$ cat config.mk
export PLATFORM = sky130hd
export DESIGN_NAME = sd_spi_card_sequencer
export DESIGN_NICKNAME = d
export VERILOG_FILES = /design/src/rtl/sdsq_pkg.sv /design/src/rtl/sdsq_cfg.sv /design/src/rtl/sdsq_core.sv /design/src/rtl/sd_spi_card_sequencer.sv
export SDC_FILE = /design/constraint.sdc
export NUM_CORES = 1
export LEC_CHECK = 0
export ABC_AREA = 1
export BUFFER_PORTS_ARGS = -buffer_cell sky130_fd_sc_hd__buf_2
export CORE_MARGIN = 3
export CORE_UTILIZATION = 65
export CTS_CLUSTER_DIAMETER = 40
export CTS_CLUSTER_SIZE = 10
export DETAILED_ROUTE_END_ITERATION = 10
export MAX_ROUTING_LAYER = met4
export PLACE_DENSITY_LB_ADDON = 0.25
export SLEW_MARGIN = 0
export SYNTH_ARGS = -nofsm -noshare
export SYNTH_HDL_FRONTEND = slang
export SYNTH_SLANG_ARGS = --single-unit
$ cat constraint.sdc
create_clock -name clk -period 10.95 [get_ports clk]
set_input_delay 0 -clock clk [delete_from_list [all_inputs] [get_ports clk]]
set_output_delay 0 -clock clk [all_outputs]
set_load 0.1 [all_outputs]
$ cat src/rtl/sdsq_pkg.sv
// Shared types and constants for the SD card SPI-mode sequencer.
// Used by every module of the block; depends on nothing else.
`default_nettype none

package sdsq_pkg;

    localparam int BLOCK_BYTES = 512;
    localparam int FRAME_W     = $clog2(BLOCK_BYTES) + 1;
    localparam int WAKE_BYTES  = 10;
    localparam int CMD_BYTES   = 6;
    localparam int R7_BYTES    = 4;
    localparam int CRC_BYTES   = 2;

    typedef enum logic [3:0] {
        PH_IDLE,
        PH_WAKE,
        PH_LEAD,
        PH_CMDB,
        PH_POLL,
        PH_R7,
        PH_TRAIL,
        PH_TOKEN,
        PH_DATA,
        PH_CRC,
        PH_FINAL
    } phase_t;

    typedef enum logic [1:0] {
        CMD_INIT = 2'd0,
        CMD_READ = 2'd1,
        CMD_XFER = 2'd2,
        CMD_NONE = 2'd3
    } cmd_t;

    localparam logic [1:0] REG_RESP_LIMIT    = 2'd0;
    localparam logic [1:0] REG_TOKEN_LIMIT   = 2'd1;
    localparam logic [1:0] REG_ATTEMPT_LIMIT = 2'd2;

    localparam logic [2:0] ST_OK            = 3'd0;
    localparam logic [2:0] ST_NO_IDLE       = 3'd1;
    localparam logic [2:0] ST_BAD_CMD8      = 3'd2;
    localparam logic [2:0] ST_CMD55_REJECT  = 3'd3;
    localparam logic [2:0] ST_ACMD41_REJECT = 3'd4;
    localparam logic [2:0] ST_ATTEMPTS_OUT  = 3'd5;
    localparam logic [2:0] ST_READ_REJECT   = 3'd6;
    localparam logic [2:0] ST_TOKEN_TIMEOUT = 3'd7;

    localparam logic [5:0] SD_CMD0    = 6'd0;
    localparam logic [5:0] SD_CMD8    = 6'd8;
    localparam logic [5:0] SD_CMD17   = 6'd17;
    localparam logic [5:0] SD_ACMD41  = 6'd41;
    localparam logic [5:0] SD_CMD55   = 6'd55;

    localparam logic [7:0]  IDLE_BYTE   = 8'hFF;
    localparam logic [7:0]  START_TOKEN = 8'hFE;
    localparam logic [7:0]  CMD_PREFIX  = 8'h40;
    localparam logic [7:0]  CRC_CMD0    = 8'h95;
    localparam logic [7:0]  CRC_CMD8    = 8'h87;
    localparam logic [7:0]  CRC_END_BIT = 8'h01;
    localparam logic [7:0]  R1_READY    = 8'h00;
    localparam logic [7:0]  R1_IDLE     = 8'h01;
    localparam logic [7:0]  R1_ILLEGAL  = 8'h05;
    localparam logic [31:0] ARG_CMD8    = 32'h0000_01AA;
    localparam logic [31:0] ARG_HCS     = 32'h4000_0000;

    typedef struct packed {
        logic [7:0]  resp_limit;
        logic [19:0] token_limit;
        logic [15:0] attempt_limit;
    } limits_t;

    typedef struct packed {
        logic       send_request;
        logic [7:0] tx_byte;
        logic       card_select;
        logic       data_valid;
        logic [7:0] data_byte;
        logic       data_last;
        logic       done_res;
        logic [2:0] status;
        logic       high_capacity;
    } result_t;

endpackage

`default_nettype wire

$ cat src/rtl/sdsq_cfg.sv
// Configuration registers of the sequencer: poll and attempt limits.
// Depends on sdsq_pkg; a limit written as zero acts as one.
`default_nettype none

module sdsq_cfg
    import sdsq_pkg::*;
(
    input  wire logic        clk,
    input  wire logic        rst_n,
    input  wire logic        cfg_write,
    input  wire logic [1:0]  cfg_index,
    input  wire logic [19:0] cfg_data,
    output limits_t          limits
);

    logic [7:0]  resp_limit_reg;
    logic [19:0] token_limit_reg;
    logic [15:0] attempt_limit_reg;

    always_ff @(posedge clk or negedge rst_n)
    begin
        if (!rst_n)
        begin
            resp_limit_reg    <= 8'd10;
            token_limit_reg   <= 20'd100000;
            attempt_limit_reg <= 16'd1000;
        end
        else if (cfg_write)
        begin
            unique case (cfg_index)
                REG_RESP_LIMIT:    resp_limit_reg    <= cfg_data[7:0];
                REG_TOKEN_LIMIT:   token_limit_reg   <= cfg_data;
                REG_ATTEMPT_LIMIT: attempt_limit_reg <= cfg_data[15:0];
                default:           ;
            endcase
        end
    end

    always_comb
    begin
        limits.resp_limit    = (resp_limit_reg == 8'd0) ? 8'd1 : resp_limit_reg;
        limits.token_limit   = (token_limit_reg == 20'd0) ? 20'd1 : token_limit_reg;
        limits.attempt_limit = (attempt_limit_reg == 16'd0) ? 16'd1 : attempt_limit_reg;
    end

endmodule

`default_nettype wire

$ cat src/rtl/sdsq_core.sv
// Sequencer state and the next-state logic for one transaction.
// Depends on sdsq_pkg; state advances only when step is high.
`default_nettype none

module sdsq_core
    import sdsq_pkg::*;
(
    input  wire logic        clk,
    input  wire logic        rst_n,
    input  wire logic        step,
    input  wire logic [1:0]  cmd,
    input  wire logic [31:0] block_address,
    input  wire logic [7:0]  rx_byte,
    input  wire limits_t     limits,
    output result_t          result
);

    phase_t              phase_reg,    phase_next;
    logic [FRAME_W-1:0]  frame_reg,    frame_next;
    logic [19:0]         poll_reg,     poll_next;
    logic [15:0]         attempt_reg,  attempt_next;
    logic [31:0]         arg_reg,      arg_next;
    logic [5:0]          command_reg,  command_next;
    logic                capacity_reg, capacity_next;
    logic [7:0]          response_reg, response_next;

    function automatic logic [7:0] command_byte(
        input logic [FRAME_W-1:0] idx,
        input logic [5:0]         code,
        input logic [31:0]        arg
    );
        logic [7:0] crc;
        crc = 8'h00;
        if (code == SD_CMD0)
            crc = CRC_CMD0;
        else if (code == SD_CMD8)
            crc = CRC_CMD8;
        unique case (idx)
            FRAME_W'(0): command_byte = CMD_PREFIX | {2'b00, code};
            FRAME_W'(1): command_byte = arg[31:24];
            FRAME_W'(2): command_byte = arg[23:16];
            FRAME_W'(3): command_byte = arg[15:8];
            FRAME_W'(4): command_byte = arg[7:0];
            default:     command_byte = crc | CRC_END_BIT;
        endcase
    endfunction

    always_ff @(posedge clk or negedge rst_n)
    begin
        if (!rst_n)
        begin
            phase_reg    <= PH_IDLE;
            frame_reg    <= '0;
            poll_reg     <= '0;
            attempt_reg  <= '0;
            arg_reg      <= '0;
            command_reg  <= '0;
            capacity_reg <= 1'b0;
            response_reg <= '0;
        end
        else if (step)
        begin
            phase_reg    <= phase_next;
            frame_reg    <= frame_next;
            poll_reg     <= poll_next;
            attempt_reg  <= attempt_next;
            arg_reg      <= arg_next;
            command_reg  <= command_next;
            capacity_reg <= capacity_next;
            response_reg <= response_next;
        end
    end

    always_comb
    begin
        logic [FRAME_W-1:0] frame_inc;
        logic [19:0]        poll_inc;
        logic [15:0]        attempt_inc;
        logic [7:0]         resp;
        logic               got_resp;

        frame_inc   = frame_reg + FRAME_W'(1);
        poll_inc    = poll_reg + 20'd1;
        attempt_inc = attempt_reg + 16'd1;
        resp        = rx_byte;
        got_resp    = 1'b0;

        phase_next    = phase_reg;
        frame_next    = frame_reg;
        poll_next     = poll_reg;
        attempt_next  = attempt_reg;
        arg_next      = arg_reg;
        command_next  = command_reg;
        capacity_next = capacity_reg;
        response_next = response_reg;
        result        = '0;

        unique case (cmd)
            CMD_INIT:
            begin
                capacity_next        = 1'b0;
                attempt_next         = '0;
                poll_next            = '0;
                frame_next           = '0;
                phase_next           = PH_WAKE;
                result.send_request  = 1'b1;
                result.tx_byte       = IDLE_BYTE;
            end
            CMD_READ:
            begin
                poll_next            = '0;
                frame_next           = '0;
                command_next         = SD_CMD17;
                arg_next             = block_address;
                phase_next           = PH_LEAD;
                result.send_request  = 1'b1;
                result.tx_byte       = IDLE_BYTE;
                result.card_select   = 1'b1;
            end
            CMD_XFER:
            begin
                unique case (phase_reg)
                    PH_WAKE:
                    begin
                        frame_next          = frame_inc;
                        result.send_request = 1'b1;
                        result.tx_byte      = IDLE_BYTE;
                        if (frame_inc >= FRAME_W'(WAKE_BYTES))
                        begin
                            command_next       = SD_CMD0;
                            arg_next           = '0;
                            phase_next         = PH_LEAD;
                            result.card_select = 1'b1;
                        end
                    end
                    PH_LEAD:
                    begin
                        phase_next          = PH_CMDB;
                        frame_next          = '0;
                        result.send_request = 1'b1;
                        result.card_select  = 1'b1;
                        result.tx_byte      = command_byte('0, command_reg, arg_reg);
                    end
                    PH_CMDB:
                    begin
                        frame_next          = frame_inc;
                        result.send_request = 1'b1;
                        result.card_select  = 1'b1;
                        if (frame_inc < FRAME_W'(CMD_BYTES))
                        begin
                            result.tx_byte = command_byte(frame_inc, command_reg, arg_reg);
                        end
                        else
                        begin
                            phase_next     = PH_POLL;
                            poll_next      = '0;
                            result.tx_byte = IDLE_BYTE;
                        end
                    end
                    PH_POLL:
                    begin
                        if (!rx_byte[7])
                        begin
                            got_resp = 1'b1;
                        end
                        else
                        begin
                            poll_next = poll_inc;
                            if (poll_inc >= {12'd0, limits.resp_limit})
                            begin
                                got_resp = 1'b1;
                                resp     = IDLE_BYTE;
                            end
                            else
                            begin
                                result.send_request = 1'b1;
                                result.tx_byte      = IDLE_BYTE;
                                result.card_select  = 1'b1;
                            end
                        end
                        if (got_resp)
                        begin
                            response_next       = resp;
                            result.send_request = 1'b1;
                            result.tx_byte      = IDLE_BYTE;
                            if (command_reg == SD_CMD8 && resp == R1_IDLE)
                            begin
                                phase_next         = PH_R7;
                                frame_next         = '0;
                                result.card_select = 1'b1;
                            end
                            else
                            begin
                                phase_next = PH_TRAIL;
                            end
                        end
                    end
                    PH_R7:
                    begin
                        frame_next          = frame_inc;
                        result.send_request = 1'b1;
                        result.tx_byte      = IDLE_BYTE;
                        if (frame_inc < FRAME_W'(R7_BYTES))
                            result.card_select = 1'b1;
                        else
                            phase_next = PH_TRAIL;
                    end
                    PH_TRAIL:
                    begin
                        result.tx_byte      = IDLE_BYTE;
                        result.send_request = 1'b1;
                        result.card_select  = 1'b1;
                        phase_next          = PH_LEAD;
                        unique case (command_reg)
                            SD_CMD0:
                            begin
                                if (response_reg == R1_IDLE)
                                begin
                                    command_next = SD_CMD8;
                                    arg_next     = ARG_CMD8;
                                end
                                else
                                begin
                                    result        = '0;
                                    phase_next    = PH_IDLE;
                                    result.done_res = 1'b1;
                                    result.status   = ST_NO_IDLE;
                                end
                            end
                            SD_CMD8:
                            begin
                                if (response_reg == R1_IDLE)
                                    capacity_next = 1'b1;
                                if (response_reg == R1_IDLE || response_reg == R1_ILLEGAL)
                                begin
                                    attempt_next = '0;
                                    command_next = SD_CMD55;
                                    arg_next     = '0;
                                end
                                else
                                begin
                                    result          = '0;
                                    phase_next      = PH_IDLE;
                                    result.done_res = 1'b1;
                                    result.status   = ST_BAD_CMD8;
                                end
                            end
                            SD_CMD55:
                            begin
                                if (response_reg > R1_IDLE)
                                begin
                                    result          = '0;
                                    phase_next      = PH_IDLE;
                                    result.done_res = 1'b1;
                                    result.status   = ST_CMD55_REJECT;
                                end
                                else
                                begin
                                    command_next = SD_ACMD41;
                                    arg_next     = capacity_reg ? ARG_HCS : 32'd0;
                                end
                            end
                            SD_ACMD41:
                            begin
                                if (response_reg == R1_READY)
                                begin
                                    result          = '0;
                                    phase_next      = PH_IDLE;
                                    result.done_res = 1'b1;
                                    result.status   = ST_OK;
                                end
                                else if (response_reg != R1_IDLE)
                                begin
                                    result          = '0;
                                    phase_next      = PH_IDLE;
                                    result.done_res = 1'b1;
                                    result.status   = ST_ACMD41_REJECT;
                                end
                                else
                                begin
                                    attempt_next = attempt_inc;
                                    if (attempt_inc >= limits.attempt_limit)
                                    begin
                                        result          = '0;
                                        phase_next      = PH_IDLE;
                                        result.done_res = 1'b1;
                                        result.status   = ST_ATTEMPTS_OUT;
                                    end
                                    else
                                    begin
                                        command_next = SD_CMD55;
                                        arg_next     = '0;
                                    end
                                end
                            end
                            SD_CMD17:
                            begin
                                if (response_reg != R1_READY)
                                begin
                                    result          = '0;
                                    phase_next      = PH_IDLE;
                                    result.done_res = 1'b1;
                                    result.status   = ST_READ_REJECT;
                                end
                                else
                                begin
                                    phase_next = PH_TOKEN;
                                    poll_next  = '0;
                                end
                            end
                            default:
                            begin
                                result          = '0;
                                phase_next      = PH_IDLE;
                                result.done_res = 1'b1;
                                result.status   = ST_OK;
                            end
                        endcase
                    end
                    PH_TOKEN:
                    begin
                        if (rx_byte == START_TOKEN)
                        begin
                            phase_next          = PH_DATA;
                            frame_next          = '0;
                            result.send_request = 1'b1;
                            result.tx_byte      = IDLE_BYTE;
                            result.card_select  = 1'b1;
                        end
                        else
                        begin
                            poll_next = poll_inc;
                            if (poll_inc >= limits.token_limit)
                            begin
                                phase_next      = PH_IDLE;
                                result.done_res = 1'b1;
                                result.status   = ST_TOKEN_TIMEOUT;
                            end
                            else
                            begin
                                result.send_request = 1'b1;
                                result.tx_byte      = IDLE_BYTE;
                                result.card_select  = 1'b1;
                            end
                        end
                    end
                    PH_DATA:
                    begin
                        result.data_valid   = 1'b1;
                        result.data_byte    = rx_byte;
                        result.data_last    = (frame_reg == FRAME_W'(BLOCK_BYTES - 1));
                        result.send_request = 1'b1;
                        result.tx_byte      = IDLE_BYTE;
                        result.card_select  = 1'b1;
                        if (frame_inc >= FRAME_W'(BLOCK_BYTES))
                        begin
                            phase_next = PH_CRC;
                            frame_next = '0;
                        end
                        else
                        begin
                            frame_next = frame_inc;
                        end
                    end
                    PH_CRC:
                    begin
                        frame_next          = frame_inc;
                        result.send_request = 1'b1;
                        result.tx_byte      = IDLE_BYTE;
                        if (frame_inc < FRAME_W'(CRC_BYTES))
                            result.card_select = 1'b1;
                        else
                            phase_next = PH_FINAL;
                    end
                    PH_FINAL:
                    begin
                        phase_next      = PH_IDLE;
                        result.done_res = 1'b1;
                        result.status   = ST_OK;
                    end
                    default:
                    begin
                        phase_next = PH_IDLE;
                    end
                endcase
            end
            default:
            begin
            end
        endcase

        result.high_capacity = capacity_next;
    end

endmodule

`default_nettype wire

$ cat src/rtl/sd_spi_card_sequencer.sv
// Top level of the SD card SPI-mode sequencer: input register, result register
// and handshake control. Depends on sdsq_pkg, sdsq_cfg and sdsq_core.
//
//  Channel   Direction  Contents (lowest bit first)
//  s_axis    in         tuser: cmd[1:0]; tdata: block_address[31:0], rx_byte[39:32]
//  m_axis    out        tuser: data_valid; tlast: data_last; tdata: see port comment
//  cfg       in         cfg_write, cfg_index, cfg_data; one register per write
//
// Every transaction gives exactly one result transaction. The block takes one
// transaction per cycle while m_axis is not stalled: the input register feeds the
// sequencer logic, whose result is registered in the result register and offered
// on m_axis. The input register stalls only while a result waits on m_axis_tready.
// Reset clears the sequencer to idle and loads the default poll and attempt limits.
`default_nettype none

module sd_spi_card_sequencer
    import sdsq_pkg::*;
(
    input  wire logic        clk,
    input  wire logic        rst_n,
    input  wire logic        s_axis_tvalid,
    output      logic        s_axis_tready,
    input  wire logic [39:0] s_axis_tdata,   // block_address, rx_byte
    input  wire logic [1:0]  s_axis_tuser,   // cmd
    output      logic        m_axis_tvalid,
    input  wire logic        m_axis_tready,
    output      logic [23:0] m_axis_tdata,   // send_request, tx_byte, card_select,
                                             // data_byte, done_res, status,
                                             // high_capacity, zero pad
    output      logic        m_axis_tuser,   // data_valid
    output      logic        m_axis_tlast,   // data_last
    input  wire logic        cfg_write,
    input  wire logic [1:0]  cfg_index,
    input  wire logic [19:0] cfg_data
);

    logic        in_valid_reg, in_valid_next;
    logic [1:0]  in_cmd_reg;
    logic [31:0] in_addr_reg;
    logic [7:0]  in_rx_reg;
    logic        out_valid_reg, out_valid_next;
    result_t     out_result_reg;
    result_t     core_result;
    limits_t     limits;
    logic        out_free;
    logic        step;
    logic        in_fire;

    sdsq_cfg u_cfg (
        .clk       (clk),
        .rst_n     (rst_n),
        .cfg_write (cfg_write),
        .cfg_index (cfg_index),
        .cfg_data  (cfg_data),
        .limits    (limits)
    );

    sdsq_core u_core (
        .clk           (clk),
        .rst_n         (rst_n),
        .step          (step),
        .cmd           (in_cmd_reg),
        .block_address (in_addr_reg),
        .rx_byte       (in_rx_reg),
        .limits        (limits),
        .result        (core_result)
    );

    always_comb
    begin
        out_free      = !out_valid_reg || m_axis_tready;
        step          = in_valid_reg && out_free;
        s_axis_tready = !in_valid_reg || out_free;
        in_fire       = s_axis_tvalid && s_axis_tready;

        in_valid_next = in_valid_reg;
        if (in_fire)
            in_valid_next = 1'b1;
        else if (step)
            in_valid_next = 1'b0;

        out_valid_next = out_valid_reg;
        if (step)
            out_valid_next = 1'b1;
        else if (m_axis_tready)
            out_valid_next = 1'b0;
    end

    always_ff @(posedge clk or negedge rst_n)
    begin
        if (!rst_n)
        begin
            in_valid_reg  <= 1'b0;
            out_valid_reg <= 1'b0;
        end
        else
        begin
            in_valid_reg  <= in_valid_next;
            out_valid_reg <= out_valid_next;
        end
    end

    always_ff @(posedge clk)
    begin
        if (in_fire)
        begin
            in_cmd_reg  <= s_axis_tuser;
            in_addr_reg <= s_axis_tdata[31:0];
            in_rx_reg   <= s_axis_tdata[39:32];
        end
        if (step)
        begin
            out_result_reg <= core_result;
        end
    end

    assign m_axis_tvalid = out_valid_reg;
    assign m_axis_tuser  = out_result_reg.data_valid;
    assign m_axis_tlast  = out_result_reg.data_last;
    assign m_axis_tdata  = {1'b0,
                            out_result_reg.high_capacity,
                            out_result_reg.status,
                            out_result_reg.done_res,
                            out_result_reg.data_byte,
                            out_result_reg.card_select,
                            out_result_reg.tx_byte,
                            out_result_reg.send_request};

endmodule

`default_nettype wire
==> results by stage <==
Logic synthesis:
- The number of storage elements in the synthesis netlist is 209.
- The number of nets in the synthesized netlist is 1546.
- The post-synthesis async set-or-reset flop share is 0.679.
- The biggest area contributor in the post-synthesis netlist is sky130_fd_sc_hd__dfrtp_1.
- The gate count after technology mapping is 1425.
- The proportion of netlist area held by the largest area contributor is 0.275.
- The share of synthesized area occupied by flip-flops and latches is 0.479.
- The synthesized area per cell is 8.18 um2.
- The warning count from the yosys run is 0.
- By area the synthesized netlist is led by sky130_fd_sc_hd__dfrtp_1 27%, sky130_fd_sc_hd__edfxtp_1 17%, sky130_fd_sc_hd__nand2_1 9.6%.
- In this run the cell area of the synthesized design comes to 11600 um2.
- The most common flop cell mapped by yosys is sky130_fd_sc_hd__dfrtp_1.
- Yosys mapped a number of flops with a built-in enable equal to 67.
- Counting distinct cell types in the post-synthesis netlist gives 49.

Cells and area:
- The leading cell type in the layout, fill and taps excluded is sky130_fd_sc_hd__nand2_1.
- The total inserted antenna cells is 0.
- The number of standard cells in the final layout excluding fillers is 1846.
- The post-layout utilization of the core is 0.805.
- In the layout the commonest cells are 299 x sky130_fd_sc_hd__nand2_1, 218 x sky130_fd_sc_hd__inv_1, 131 x sky130_fd_sc_hd__nand3_1, 128 x sky130_fd_sc_hd__dfrtp_1, 123 x sky130_fd_sc_hd__o21ai_0.
- The net count of the finished layout is 1717.
- Relative to the synthesized area, the layout overhead comes to 20.4%.
- The share of post-route cells with drive strength above 1 is 0.124.

Run:
- Max-cap violations in this run came to 0.

Route:
- The number of violations reported at the end of detailed-routing iteration 0 is 1255.
- The number of vias in the routed layout is 10725.
- The number of optimization iterations in the first detailed-route pass is 6.
- After detailed routing, the average wire length per cell comes to 16.8 um.
- The detail route stage leaves a number of antenna-violating nets equal to 0.
- Using the TritonRoute via totals, the vias-per-cell ratio works out to 5.81.
- In the routed design, unresolved DRC markers number 0.
- For this block, the routed nets add up to 31000 um of wire.

Timing:
- The relative slew slack is 0.231.
- The worst-case hold slack is 0.0762 ns.
- In the finished design, the share of the clock period the worst path needs comes to 0.474.
- Setup violations remaining at the end of the flow were counted as 0.
- The final number of hold-violating endpoints is 0.
- The final-layout setup total negative slack is 0 ns.
- On the final layout, the worst clock skew is 0.0201 ns.
- At the pin with the least slew margin, the transition time is 1.15 ns.
- Setup repair after global routing left no endpoint under its margin.
- The fmax is 193 MHz.
- The final max-slew violation count is 0.
- The worst path in the final design needs a cycle of 5.19 ns, including I/O delays and setup.

Setup path:
- The largest individual stage delay along the critical path comes from the cell sky130_fd_sc_hd__nor2_4.
- The data arrival at the endpoint of the critical path is 5.68 ns.
- Counting cells, the worst reg-to-reg path comes to 25.
- The category of the most critical setup path is flip-flop to flip-flop.
- The logic depth of the worst setup path including buffers is 25.
- STA classifies the critical path endpoint as a flip-flop.
- The worst register-to-register path ends at u_core.arg_reg[20].
- Counting both buffers and inverters, the worst setup path holds a total of 4.
- Tracing the worst setup path back leads to its startpoint at u_core.attempt_reg[0].
- The most repeated library cell on the critical path is sky130_fd_sc_hd__nand3_1.
- The maximum cell stage delay along the critical path is 0.88 ns.
- The maximum fanout along the worst path is 57.
- The cell family contributing the most delay on the critical path is simple AND/OR/NAND/NOR gates.
- For flop-to-flop paths, the worst setup slack is 5.76 ns.
- The startpoint kind of the worst setup timing path is a flip-flop.
- The critical register-to-register path startpoint is u_core.attempt_reg[0].
- The worst path required time is 11.44 ns.
- The critical path ends at u_core.arg_reg[20].

Die:
- During I/O placement, the number of pins put on the boundary was 97.
- Measured along the x axis, the die boundary spans 140 um.
- The area of the core is 17400 um2.
- The initial standard-cell utilization of the core is 0.669.
- The die boundary height is 140 um.
- The initialized floorplan defines 48 standard-cell rows.
- The area enclosed by the die boundary is 19600 um2.

Global routing:
- The via count of the first global-routing pass is 10332.
- The number of antenna violations at the first check in global routing is 0.
- The largest net degree at the start of global routing is 91.
- The global-route wire length before repair is 51400 um.
- The leftover overflow at the end of global routing is 0.
- The overall routing resource usage is 0.329.

Placement:
- The post-DP HPWL is 19900 um.
- Counting tap cells, the placed design contains a total of 1712 instances.
- During placement, the flow inserted port buffers numbering 95.
- The congestion estimate from routability-driven global placement came to 1.03.

Hold path:
- The path category of the worst min-delay check is primary input to async pin.

Clocking:
- The tree is rooted in a sky130_fd_sc_hd__clkbuf_16.
- The number of cells upsized or downsized after cts is 0.
- The clock latency on the worst-skew pair is 0.56 ns.
- The hold buffer count at cts is 76.
- TritonCTS created 31 clock buffers.
- The number of buffers added for setup after CTS is 0.
- The clock tree from TritonCTS is built.
- The H-tree level count is 1.
- Clock-pin slew was measured on the worst setup and hold paths at 0.05 ns.
- The number of clock sinks is 209.
- The worst-case clock buffer depth is 3.

Pwr:
- The static power due to leakage is 6.86 nW.
- VDD sags by at most 0.154 mV.
- The power per cell area is 188 nW/um2.

Run status:
- The run finished with clean final reports.
==> area by class of cell <==
cell class | count | area, um2
clock inverters | 12 | 121
well taps | 225 | 282
clock buffers | 46 | 893
inverters | 226 | 848
flip-flops and latches | 209 | 5580
fillers | 1135 | 3390
repair buffers | 175 | 1270
multi-input cells | 953 | 5020
==> cells in the mapped netlist, drive strengths merged, types with 14 or more instances <==
cell type  count
dfrtp        128
edfxtp        67
nand2        302
nor3          24
dfstp         14
nor2         129
xor2          21
nand3        134
buf           20
inv          224
o21ai        148
a21oi         47
nor4          15
nand4         33
clkbuf        17
ha            52
==> through the flow <==
stage / area (um2) / total power, mW / setup slack [ns]
CTS: 14000 / 2.61 / 6.09
finish: 14000 / 2.63 / 5.76
floorplan: 11600 / 1.48 / 7.36
detailed placement: 12200 / 1.63 / 6.17
global route: 14000 / 2.76 / 5.31
global placement: 12200 / 1.62 / 6.47
==> worst min path at each step <==
stage / to / slack [ns] / cells after the start
final: u_core.frame_reg[8] / 0.08 / 2
after global placement: u_core.frame_reg[7] / 0.13 / 1
after global routing: in_addr_reg[18] / 0.14 / 2
after floorplan: in_valid_reg / -0.30 / 0
after CTS: u_cfg.resp_limit_reg[3] / 0.03 / 4
after detailed placement: u_core.frame_reg[7] / 0.13 / 1
==> where the power goes <==
group          total [mW]  internal, mW  switching [mW]
registers            1.04         0.944          0.0911
logic               0.643         0.191           0.452
clock network       0.952         0.593           0.359
total                2.63          1.73           0.902
==> cells by family after synthesis <==
logic type	synth area share
flops	0.479
simple gates	0.248
compound gates	0.111
xor+xnor	0.0158
fa+ha+maj	0.0558
buf+inv	0.0901
other cells	0.000322
==> routing by layer <==
metal	GRT usage	share of wire	vias to the layer above
met1	0.467	0.43	5052
met4	0.101	0.032	0
met2	0.503	0.46	527
met5	-	0	-
li1	-	-	5061
met3	0.0402	0.076	85
No activity file was read; power rests on OpenSTA's default activity.
